===== config.mk =====
export PLATFORM = sky130hd
export DESIGN_NAME = gcr_six_and_two_sector_decoder_unit
export DESIGN_NICKNAME = d
export VERILOG_FILES = /design/src/rtl/gcr62_pkg.sv /design/src/rtl/gcr62_ram.sv /design/src/rtl/gcr62_front.sv /design/src/rtl/gcr62_back.sv /design/src/rtl/gcr_six_and_two_sector_decoder_unit.sv
export SDC_FILE = /design/constraint.sdc
export NUM_CORES = 1
export LEC_CHECK = 0
export BUFFER_PORTS_ARGS = -buffer_cell sky130_fd_sc_hd__clkbuf_2
export CORE_ASPECT_RATIO = 2
export CORE_MARGIN = 2
export CORE_UTILIZATION = 30
export CTS_CLUSTER_SIZE = 14
export DETAILED_ROUTE_END_ITERATION = 12
export SLEW_MARGIN = 20
export SYNTH_ARGS = -nofsm -noshare
export SYNTH_HDL_FRONTEND = slang
export SYNTH_HIERARCHICAL = 1
export SYNTH_SLANG_ARGS = --single-unit

===== constraint.sdc =====
create_clock -name i_clk -period 5.45 [get_ports i_clk]
set_input_delay 0.545 -clock i_clk [delete_from_list [all_inputs] [get_ports i_clk]]
set_output_delay 0.545 -clock i_clk [all_outputs]
set_load 0.02 [all_outputs]

===== src/rtl/gcr62_pkg.sv =====
// ----------------------------------------------------------------------------
// gcr62_pkg
// Shared types, constants and the 6-and-2 GCR code tables.
// ----------------------------------------------------------------------------
package gcr62_pkg;

    localparam int unsigned AUX_DEPTH   = 86;
    localparam int unsigned AUX_AW      = 7;
    localparam int unsigned POS_W       = 9;
    localparam int unsigned GRP_W       = 2;
    localparam int unsigned VAL_W       = 6;

    localparam logic [POS_W-1:0] POS_AUX_END = POS_W'(AUX_DEPTH);
    localparam logic [POS_W-1:0] POS_LAST    = 9'h156;
    localparam logic [AUX_AW-1:0] AUX_LAST   = AUX_AW'(AUX_DEPTH - 1);

    localparam logic RK_DATA   = 1'b0;
    localparam logic RK_STATUS = 1'b1;

    localparam logic [7:0] GCR_ENC [64] = '{
        8'h96, 8'h97, 8'h9A, 8'h9B, 8'h9D, 8'h9E, 8'h9F, 8'hA6,
        8'hA7, 8'hAB, 8'hAC, 8'hAD, 8'hAE, 8'hAF, 8'hB2, 8'hB3,
        8'hB4, 8'hB5, 8'hB6, 8'hB7, 8'hB9, 8'hBA, 8'hBB, 8'hBC,
        8'hBD, 8'hBE, 8'hBF, 8'hCB, 8'hCD, 8'hCE, 8'hCF, 8'hD3,
        8'hD6, 8'hD7, 8'hD9, 8'hDA, 8'hDB, 8'hDC, 8'hDD, 8'hDE,
        8'hDF, 8'hE5, 8'hE6, 8'hE7, 8'hE9, 8'hEA, 8'hEB, 8'hEC,
        8'hED, 8'hEE, 8'hEF, 8'hF2, 8'hF3, 8'hF4, 8'hF5, 8'hF6,
        8'hF7, 8'hF9, 8'hFA, 8'hFB, 8'hFC, 8'hFD, 8'hFE, 8'hFF
    };

    // invalid codes decode to zero; bit 7 of a nibble is always set on disk
    function automatic logic [VAL_W-1:0] gcr_decode(input logic [6:0] code);
        logic [VAL_W-1:0] val;
        val = '0;
        for (int i = 0; i < 64; i++) begin
            if (GCR_ENC[i][6:0] == code) begin
                val = VAL_W'(i);
            end
        end
        return val;
    endfunction

    typedef struct packed {
        logic              kind;
        logic [VAL_W-1:0]  chain;
        logic [7:0]        byte_pos;
        logic [GRP_W-1:0]  group;
        logic              bad;
    } t_beat_info;

endpackage


===== src/rtl/gcr62_ram.sv =====
// ----------------------------------------------------------------------------
// gcr62_ram
// Generic simple dual-port RAM, one write port, one registered read port.
// ----------------------------------------------------------------------------
module gcr62_ram #(
    parameter int unsigned WIDTH = 6,
    parameter int unsigned DEPTH = 86
) (
    input  logic                     i_clk,
    input  logic                     i_we,
    input  logic [$clog2(DEPTH)-1:0] i_waddr,
    input  logic [WIDTH-1:0]         i_wdata,
    input  logic                     i_re,
    input  logic [$clog2(DEPTH)-1:0] i_raddr,
    output logic [WIDTH-1:0]         o_rdata
);
    logic [WIDTH-1:0] r_mem [DEPTH];
    logic [WIDTH-1:0] r_rdata;

    always_ff @(posedge i_clk) begin
        if (i_we) begin
            r_mem[i_waddr] <= i_wdata;
        end
        if (i_re) begin
            r_rdata <= r_mem[i_raddr];
        end
    end

    assign o_rdata = r_rdata;
endmodule


===== src/rtl/gcr62_front.sv =====
// ----------------------------------------------------------------------------
// gcr62_front
// Nibble intake: GCR translate, XOR chain, sector position, aux store
// access and the first pipeline register.
// ----------------------------------------------------------------------------
module gcr62_front (
    input  logic                    i_clk,
    input  logic                    i_rst_n,
    input  logic                    s_axis_tvalid,
    output logic                    s_axis_tready,
    input  logic [7:0]              s_axis_tdata,   // [7:0] disk_nibble
    input  logic                    i_take,
    output logic                    o_valid,
    output gcr62_pkg::t_beat_info   o_info,
    output logic [gcr62_pkg::VAL_W-1:0] o_aux
);
    import gcr62_pkg::*;

    logic               r_valid;
    t_beat_info         r_info;
    logic [VAL_W-1:0]   r_chain;
    logic [POS_W-1:0]   r_pos;
    logic [AUX_AW-1:0]  r_aux_idx;
    logic [GRP_W-1:0]   r_group;

    logic               accept;
    logic               free;
    logic               is_status;
    logic               is_aux;
    logic [VAL_W-1:0]   chain_calc;
    logic [POS_W-1:0]   byte_pos;
    t_beat_info         n_info;

    assign free          = !r_valid || i_take;
    assign s_axis_tready = free;
    assign accept        = s_axis_tvalid && free;
    assign is_status     = (r_pos >= POS_LAST);
    assign is_aux        = (r_pos < POS_AUX_END);
    assign chain_calc    = gcr_decode(s_axis_tdata[6:0]) ^ r_chain;
    assign byte_pos      = r_pos - POS_AUX_END;

    always_comb begin
        n_info.kind     = is_status ? RK_STATUS : RK_DATA;
        n_info.chain    = chain_calc;
        n_info.byte_pos = byte_pos[7:0];
        n_info.group    = r_group;
        n_info.bad      = is_status && (s_axis_tdata != GCR_ENC[r_chain]);
    end

    always_ff @(posedge i_clk) begin
        if (!i_rst_n) begin
            r_valid   <= 1'b0;
            r_chain   <= '0;
            r_pos     <= '0;
            r_aux_idx <= '0;
            r_group   <= '0;
        end else begin
            if (free) begin
                r_valid <= accept && !is_aux;
            end
            if (accept) begin
                if (is_status) begin
                    r_chain   <= '0;
                    r_pos     <= '0;
                    r_aux_idx <= '0;
                    r_group   <= '0;
                end else begin
                    r_chain <= chain_calc;
                    r_pos   <= r_pos + 1'b1;
                    if (!is_aux) begin
                        if (r_aux_idx == AUX_LAST) begin
                            r_aux_idx <= '0;
                            r_group   <= r_group + 1'b1;
                        end else begin
                            r_aux_idx <= r_aux_idx + 1'b1;
                        end
                    end
                end
            end
        end
    end

    always_ff @(posedge i_clk) begin
        if (accept) begin
            r_info <= n_info;
        end
    end

    gcr62_ram #(
        .WIDTH (VAL_W),
        .DEPTH (AUX_DEPTH)
    ) u_aux (
        .i_clk   (i_clk),
        .i_we    (accept && is_aux),
        .i_waddr (r_pos[AUX_AW-1:0]),
        .i_wdata (chain_calc),
        .i_re    (accept && !is_aux && !is_status),
        .i_raddr (r_aux_idx),
        .o_rdata (o_aux)
    );

    assign o_valid = r_valid;
    assign o_info  = r_info;
endmodule


===== src/rtl/gcr62_back.sv =====
// ----------------------------------------------------------------------------
// gcr62_back
// Byte assembly from chain value and aux bit pair, output register.
// ----------------------------------------------------------------------------
module gcr62_back (
    input  logic                        i_clk,
    input  logic                        i_rst_n,
    input  logic                        i_valid,
    input  gcr62_pkg::t_beat_info       i_info,
    input  logic [gcr62_pkg::VAL_W-1:0] i_aux,
    output logic                        o_take,
    output logic                        m_axis_tvalid,
    input  logic                        m_axis_tready,
    output logic [23:0]                 m_axis_tdata,  // [7:0] data_byte,
                                                       // [15:8] byte_position,
                                                       // [16] checksum_bad
    output logic                        m_axis_tuser   // [0] result_kind
);
    import gcr62_pkg::*;

    logic        r_valid;
    logic [16:0] r_data;
    logic        r_kind;
    logic        load;
    logic [1:0]  pair;
    logic [16:0] n_data;

    assign load   = !r_valid || m_axis_tready;
    assign o_take = i_valid && load;

    always_comb begin
        case (i_info.group)
            2'd0:    pair = {i_aux[0], i_aux[1]};
            2'd1:    pair = {i_aux[2], i_aux[3]};
            2'd2:    pair = {i_aux[4], i_aux[5]};
            default: pair = 2'b00;
        endcase
        if (i_info.kind == RK_STATUS) begin
            n_data = {i_info.bad, 8'h00, 8'h00};
        end else begin
            n_data = {1'b0, i_info.byte_pos, i_info.chain, pair};
        end
    end

    always_ff @(posedge i_clk) begin
        if (!i_rst_n) begin
            r_valid <= 1'b0;
        end else if (load) begin
            r_valid <= i_valid;
        end
    end

    always_ff @(posedge i_clk) begin
        if (o_take) begin
            r_data <= n_data;
            r_kind <= i_info.kind;
        end
    end

    assign m_axis_tvalid = r_valid;
    assign m_axis_tdata  = {7'b0, r_data};
    assign m_axis_tuser  = r_kind;
endmodule


===== src/rtl/gcr_six_and_two_sector_decoder_unit.sv =====
// ----------------------------------------------------------------------------
// gcr_six_and_two_sector_decoder_unit
// 6-and-2 GCR sector decoder: 343 nibbles in, 256 data beats and one
// checksum status beat out.
// Pipeline: front register (with the aux RAM read) and output register.
// Throughput: one nibble per cycle while the output is not stalled by m_axis_tready.
// Reset: synchronous, active low; clears chain value and sector position.
// The aux RAM has no reset; each entry is written before it is read.
// ----------------------------------------------------------------------------
module gcr_six_and_two_sector_decoder_unit (
    input  logic        i_clk,
    input  logic        i_rst_n,
    input  logic        s_axis_tvalid,
    output logic        s_axis_tready,
    input  logic [7:0]  s_axis_tdata,   // [7:0] disk_nibble
    output logic        m_axis_tvalid,
    input  logic        m_axis_tready,
    output logic [23:0] m_axis_tdata,   // [7:0] data_byte, [15:8] byte_position,
                                        // [16] checksum_bad
    output logic        m_axis_tuser    // [0] result_kind
);
    import gcr62_pkg::*;

    logic               s1_valid;
    logic               s1_take;
    t_beat_info         s1_info;
    logic [VAL_W-1:0]   s1_aux;

    gcr62_front u_front (
        .i_clk         (i_clk),
        .i_rst_n       (i_rst_n),
        .s_axis_tvalid (s_axis_tvalid),
        .s_axis_tready (s_axis_tready),
        .s_axis_tdata  (s_axis_tdata),
        .i_take        (s1_take),
        .o_valid       (s1_valid),
        .o_info        (s1_info),
        .o_aux         (s1_aux)
    );

    gcr62_back u_back (
        .i_clk         (i_clk),
        .i_rst_n       (i_rst_n),
        .i_valid       (s1_valid),
        .i_info        (s1_info),
        .i_aux         (s1_aux),
        .o_take        (s1_take),
        .m_axis_tvalid (m_axis_tvalid),
        .m_axis_tready (m_axis_tready),
        .m_axis_tdata  (m_axis_tdata),
        .m_axis_tuser  (m_axis_tuser)
    );
endmodule

---- Yosys cells after proc, flatten, opt, wreduce, memory -nomap -nowiden ----
Memories as Yosys holds them, arrays and structs flattened. A register that Yosys moved wholly into a read port is not among the register bits.
Cells that the tools add are included.
word-level totals
  register bits ........................... 62
  memory bits (read-only) ................. 512
  memories kept ........................... 2
  word-level logic and storage cells ...... 186
  output and inout bits ................... 27
  RAM bits ................................ 516
  bits of input ports ..................... 12
operators by class
  bitwise logic cells ..................... 2
  order comparisons ....................... 3
  $add $sub $neg .......................... 4
  reduce and logical (&&, ||, !) cells .... 16
  eq/ne operators ......................... 68
  multiplexer cells ....................... 77
memory list
  memory               words  width  rd ports  clocked after memory_dff  write ports  RTL line           source
  u_front.u_aux.r_mem  86     6      1         1                         1            gcr62_ram.sv:17    logic [WIDTH-1:0] r_mem [DEPTH];
  (name not given)     64     8      1         0                         0            gcr62_front.sv:47  n_info.bad = is_status && (s_axis_tdata != GCR_ENC[r_chain]);
operators by type and width
  cell                                                 count
  equality test 7 bit (first input constant)           37
  2-to-1 mux 6 bit                                     33
  equality test 6 x 7 -> 1 bit (first input constant)  20
  2-to-1 mux 5 bit                                     16
  equality test 5 x 7 -> 1 bit (first input constant)  6
  2-to-1 mux 4 bit                                     8
  2-to-1 mux 7 bit                                     3
  2-to-1 mux 8 bit                                     2
  2-to-1 mux 3 bit                                     4
  2-to-1 mux 2 bit                                     5
  adder 9 x 1 -> 9 bit (second input constant)         1
  >= comparator 9 bit (second input constant)          1
  < comparator 9 x 7 -> 1 bit (second input constant)  1
  2-to-1 mux 9 bit                                     1
  != test 8 bit                                        1
  subtractor 8 x 7 -> 8 bit (second input constant)    1
  adder 7 x 1 -> 7 bit (second input constant)         1
  equality test 7 bit (second input constant)          1
  >= comparator 7 bit (second input constant)          1
  NOT 6 -> 7 bit                                       1
  logical AND 1 bit                                    6
  one-hot mux 2 bit (3 select lines)                   1
  XOR 6 bit                                            1
  logical NOT 1 bit                                    4
  10 further kinds                                     14

---- Logic depth before layout (Yosys ltp) ----
  word-level depth ........................ 66
  mapped depth ............................ 11
  gate-level depth less buffers ........... 9

---- Modules after synthesis ----
Netlist, hierarchy kept.
by module, submodules not included
  module       cells an instance  area an instance (µm²)  times used
  gcr62_ram    999                20377.0                 1
  gcr62_front  437                3602.2                  1
  gcr62_back   54                 797.0                   1

---- Worst setup path after synthesis ----
OpenSTA, ideal clock, no wires.
  path type ............................... input-to-reg
  start ................................... input port s_axis_tdata[6]
  end ..................................... register u_front.r_info, in the netlist u_front/o_info[13], data pin
  data arrival time ....................... 4.247 ns
  data required time ...................... 4.753 ns
  stages .................................. 7
  library setup time ...................... 0.697 ns
  path slack .............................. 0.506 ns
  path buffers ............................ 1
  path through ............................ buf_4 -> nand2b_1 -> or4_1 -> o32a_1 -> o2111ai_1 -> nor2_1 -> xnor2_1
between the ends
  cells in the longest elaborated chain, start to end .. 62
  elaborated cells between the ends (all ways) .. 121
  those cells by class .................... 60 x eq/ne; 60 x mux; 1 x bitwise
ends and longest elaborated chain
  element                         RTL line                                   source
  start: declaration              gcr_six_and_two_sector_decoder_unit.sv:15  input logic [7:0] s_axis_tdata,
  equality test 5 x 7 -> 1 bit    gcr62_pkg.sv:36                            if (GCR_ENC[i][6:0] == code) begin
  2-to-1 mux 3 bit (4 in a row)   gcr62_pkg.sv:36
  2-to-1 mux 4 bit (8 in a row)   gcr62_pkg.sv:36
  2-to-1 mux 5 bit (16 in a row)  gcr62_pkg.sv:36
  2-to-1 mux 6 bit (31 in a row)  gcr62_pkg.sv:36
  2-to-1 mux 6 bit *              gcr62_pkg.sv:36
  XOR 6 bit *                     gcr62_front.sv:39                          assign chain_calc = gcr_decode(s_axis_tdata[6:0]) ^ r_chain;
  via u_front.chain_calc[2]       gcr62_front.sv:30                          logic [VAL_W-1:0] chain_calc;
  end signal: assignment          gcr62_front.sv:85                          r_info <= n_info;
  end: declaration                gcr62_front.sv:20                          t_beat_info r_info;
The timed path passes the listed nets; every way through them passes the cells marked *.
A chain may end at the register's enable or synchronous reset.

---- Worst setup path after layout ----
  start ................................... register u_front.r_pos[1]
  end ..................................... memory u_front.u_aux.r_mem[39][1], enable pin
between the ends
  cells in the longest elaborated chain, start to end .. 4
ends and longest elaborated chain
  element                                 RTL line           source
  start: declaration                      gcr62_front.sv:22  logic [POS_W-1:0] r_pos;
  start signal: assignment                gcr62_front.sv:69  r_pos <= r_pos + 1'b1;
  < comparator 9 x 7 -> 1 bit             gcr62_front.sv:38  assign is_aux = (r_pos < POS_AUX_END);
  logical AND 1 bit                       gcr62_front.sv:94  .i_we (accept && is_aux),
  2-to-1 mux 1 bit                        gcr62_ram.sv:21    if (i_we) begin
  2-to-1 mux 1 bit (implied by the code)  gcr62_ram.sv:22    r_mem[i_waddr] <= i_wdata;
  end: declaration                        gcr62_ram.sv:17
Parallel ways exist; a longest one is shown, timed or not.

==> reports/metrics.cfg <==
[timing]
final_max_slew_viol_count = 0
final.period_utilization_pct = 75.8
fin_worst_skew_ns = 0.0184
fin_hold_ws_ns = 0.249
setup_violations = 0
hold_viol = 0
slew-limit-headroom_pct = 27.1
fmax_mhz = 242
tns_ns = 0
worst_pin_slew_ns = 1.09
finalCriticalPeriod_ns = 4.13
rsz0062_at_grt = false

[worst_setup_path]
end_kind = flop
cp.arrival_ns = 4.36
worstPathMaxFanout = 18
critical_path_class = reg -> reg
crit_slowest_cell = nand4_1
cp_data_required_time_ns = 5.68
cp_slowest_stage_delay_ns = 0.92
crit_path_frequent_cell = nor2_1
worstPathCellList = ha_1, o21a_1, o21ai_0, nand2_1, nor2_1, nand4_1, nor2_1
start_kind = flop

[detailed_routing]
vias = 13500
drt-pass1-iter-count = 7
final_antenna_net_count = 0
vias_per_cell = 5.22
wl_mm = 64.5
post-route-drc-count = 0
wl_per_cell_um = 24.9
drt_iter0_drc = 1076

[grt]
grt_use_total_pct = 14.9
globalRouteOverflowTotal = 0
grt_antenna_before_repair = 0
grt_pass1_vias = 14200
grt_max_degree = 88
grt_first_pass_wirelength_mm = 93.9

[finish]
fillers = 7736
multi_input_area_mm2 = 0.00695
seq_area_mm2 = 0.0173
final_area_mm2 = 0.0274
syn2layout_area_growth_pct = 10.6
fin_nets = 1529
drive_above_1_share_pct = 17.2

[pwr]
p_total_mw = 9.11
power.share.sequential_pct = 56.9
p_int_mw = 7.05
combPwrFrac_pct = 7.1
peakVddDrop_mv = 0.214
p_sw_mw = 2.06
power_density_mw_per_mm2 = 333
sw_frac_of_total_pct = 22.7
clockPowerShare_pct = 36.0
p_leak_nw = 8.34

[worst_hold_path]
hold_path_class = in -> reg

[clocking]
htreeDepth = 2
cts.sinks = 584
postCtsResizedCells = 0
cts_tree = built
clk_pin_slew_worst_paths_ns = 0.07
worstSkewPairLatency_ns = 0.60
clockBufferDepth = 3
numCtsBuffers = 49
cts_hold_buffers = 0
cts_root_buf = clkbuf_16
post_cts_buffers = 0

[yosys]
ys_seq_area_share_pct = 69.7
postSynthCellCount = 1490
synth.distinct_cells = 84
synthFlopType = edfxtp_1
async_flop_share_pct = 0
synth-edff-count = 558
syn_area_mm2 = 0.0248
ys_warn_count = 6
avgSynthCellArea_um2 = 16.6
ys_ff_latch = 584

[place]
gp_congestion = 0.880
dpl.hpwl_mm = 43.1
io_buffer_count = 31
place_area_mm2 = 0.0260

[floorplanning]
die_area_mm2 = 0.0850
die_w_um = 207
start_util_pct = 30.1
core_area_mm2 = 0.0822
die_h_um = 410
num_rows = 149
io_pins = 39

[run_status]
outcome = complete, no violations

[job]
maxCapViolCount = 0

==> power groups by stage <==
stage / logic (mW) / registers, mW / clock network, mW
2_1_floorplan: 0.345 / 5.29 / 0
3_5_place_dp: 0.665 / 5.28 / 0
4_1_cts: 0.664 / 5.18 / 3.36
6_report: 0.644 / 5.18 / 3.29
5_1_grt: 0.699 / 5.18 / 3.50
3_3_place_gp: 0.663 / 5.28 / 0
==> cells by family after synthesis <==
group	synth area share (%)
flops	69.7
simple gates	8.03
compound gates	5.70
mux	12.2
buf+inv	2.56
xor+xnor	1.17
fa+ha+maj	0.606
other cells	0.0151
==> Yosys cell counts (all sizes together) (3+ instances only) <==
cell type / n / area share [%]
or2: 7 / 0.18
o211a: 3 / 0.12
and3: 10 / 0.25
clkbuf: 25 / 0.38
dfxtp: 26 / 2.1
a21oi: 43 / 0.87
or4: 4 / 0.12
and4: 3 / 0.11
o2bb2ai: 3 / 0.11
nand3b: 9 / 0.29
o221ai: 8 / 0.28
nor3: 13 / 0.26
and2: 8 / 0.20
nor2b: 41 / 1.0
mux2i: 15 / 0.61
nand3: 29 / 0.59
nor2: 143 / 2.2
edfxtp: 558 / 68
nor4: 7 / 0.18
nand4: 10 / 0.25
xor2: 12 / 0.42
o21ai: 42 / 0.85
a31oi: 12 / 0.30
o2111ai: 3 / 0.11
mux4: 121 / 11
nor3b: 6 / 0.18
nand4b: 3 / 0.11
buf: 65 / 1.9
a22oi: 27 / 0.82
a221oi: 5 / 0.18
inv: 15 / 0.24
o22ai: 15 / 0.38
nand2b: 29 / 0.73
and3b: 5 / 0.18
ha: 12 / 0.61
xnor2: 21 / 0.74
nand2: 59 / 0.92
mux2: 13 / 0.59
a211oi: 14 / 0.42
o211ai: 4 / 0.12
a21boi: 3 / 0.091
==> per-stage QoR <==
step | cells | setup WS [ns] | utilization (%)
floorplan | 1496 | 0.506 | -
global placement | 2511 | 1.45 | 31.6
detailed placement | 2511 | 1.33 | 31.6
CTS | 2589 | 1.38 | 33.3
global route | 2589 | 1.14 | 33.3
finish | 2591 | 1.32 | 33.3
==> layout make-up <==
class                   count  area share, %
diodes                      2         0.0183
clock buffers              67           4.72
clock inverters            11          0.470
inverters                  17          0.242
multi-input cells         805           25.3
flip-flops and latches    584           63.1
well taps                1057           4.83
repair buffers             48           1.31
==> path summary, 6_finish.rpt <==
kind / slack (ns) / cells after the start / end / startpoint
setup reg to reg: 1.32 / 7 / u_front/u_aux/r_mem[39][1]$_DFFE_PP_ / u_front/r_pos[1]$_SDFFE_PN0P_
setup / recovery: 1.32 / 7 / u_front/u_aux/r_mem[39][1]$_DFFE_PP_ / u_front/r_pos[1]$_SDFFE_PN0P_
hold / removal: 0.25 / 3 / u_front/o_valid$_SDFFE_PN0N_ / s_axis_tvalid
hold reg to reg: 0.46 / 0 / u_front/o_info[2]$_DFFE_PP_ / u_front/r_group[1]$_SDFFE_PN0P_
==> sequential cells by signal, indices dropped and copies added (netlist names), 2 cells and up <==
signal,cells
u_front/r_aux_idx,7
u_front/r_pos,9
u_front/u_aux/o_rdata,6
u_front/u_aux/r_mem,516
u_front/r_group,2
u_front/r_chain,6
u_front/o_info,18
u_back/r_data,17
==> layer usage <==
layer	up-vias	GRT usage, %	routed length [um]
met1	6992	14.3	21400
met4	0	8.84	4040
met2	475	30.0	36900
met5	-	0	0
li1	5918	-	-
met3	142	1.33	2260
==> layout by cell type, fill, tap and decap left out, types with 6 or more instances in the layout <==
cell       synthesis  routed
o21ai_0           21      21
clkbuf_16          0      49
nand3_1           29      29
buf_12             0       6
and2_1             8       8
nand2_1           58      58
a22oi_1           27      27
nor3_1            13      13
edfxtp_1         558     558
a21oi_1           43      43
nand2b_1          29      29
mux2_2            12      12
conb_1             1       7
xnor2_1           21      17
ha_1              12      12
o221ai_1           8       8
clkbuf_2           0      31
clkbuf_1          25      18
nor2b_1           41      40
mux2i_1           15      15
and3_1            10      10
nor2_1           143     142
mux4_2           121     121
nor3b_1            6       6
inv_1             13      13
nand3b_1           8       8
a31oi_1           12      12
buf_4             19      11
nand4_1           10      10
o22ai_1           15      15
a211oi_1          14      14
o21ai_1           21      21
nor4_1             7       7
xor2_1            12      11
dfxtp_1           26      23
==> critical path: cells and delay by family (launching register included) <==
family | cells | cell delay [ns]
DFF | 1 | 0.51
adders and majority gates | 1 | 0.36
and+or+nand+nor | 4 | 2.26
AOI/OAI and AO/OA | 2 | 0.62
No activity file was read; power rests on OpenSTA's default activity.
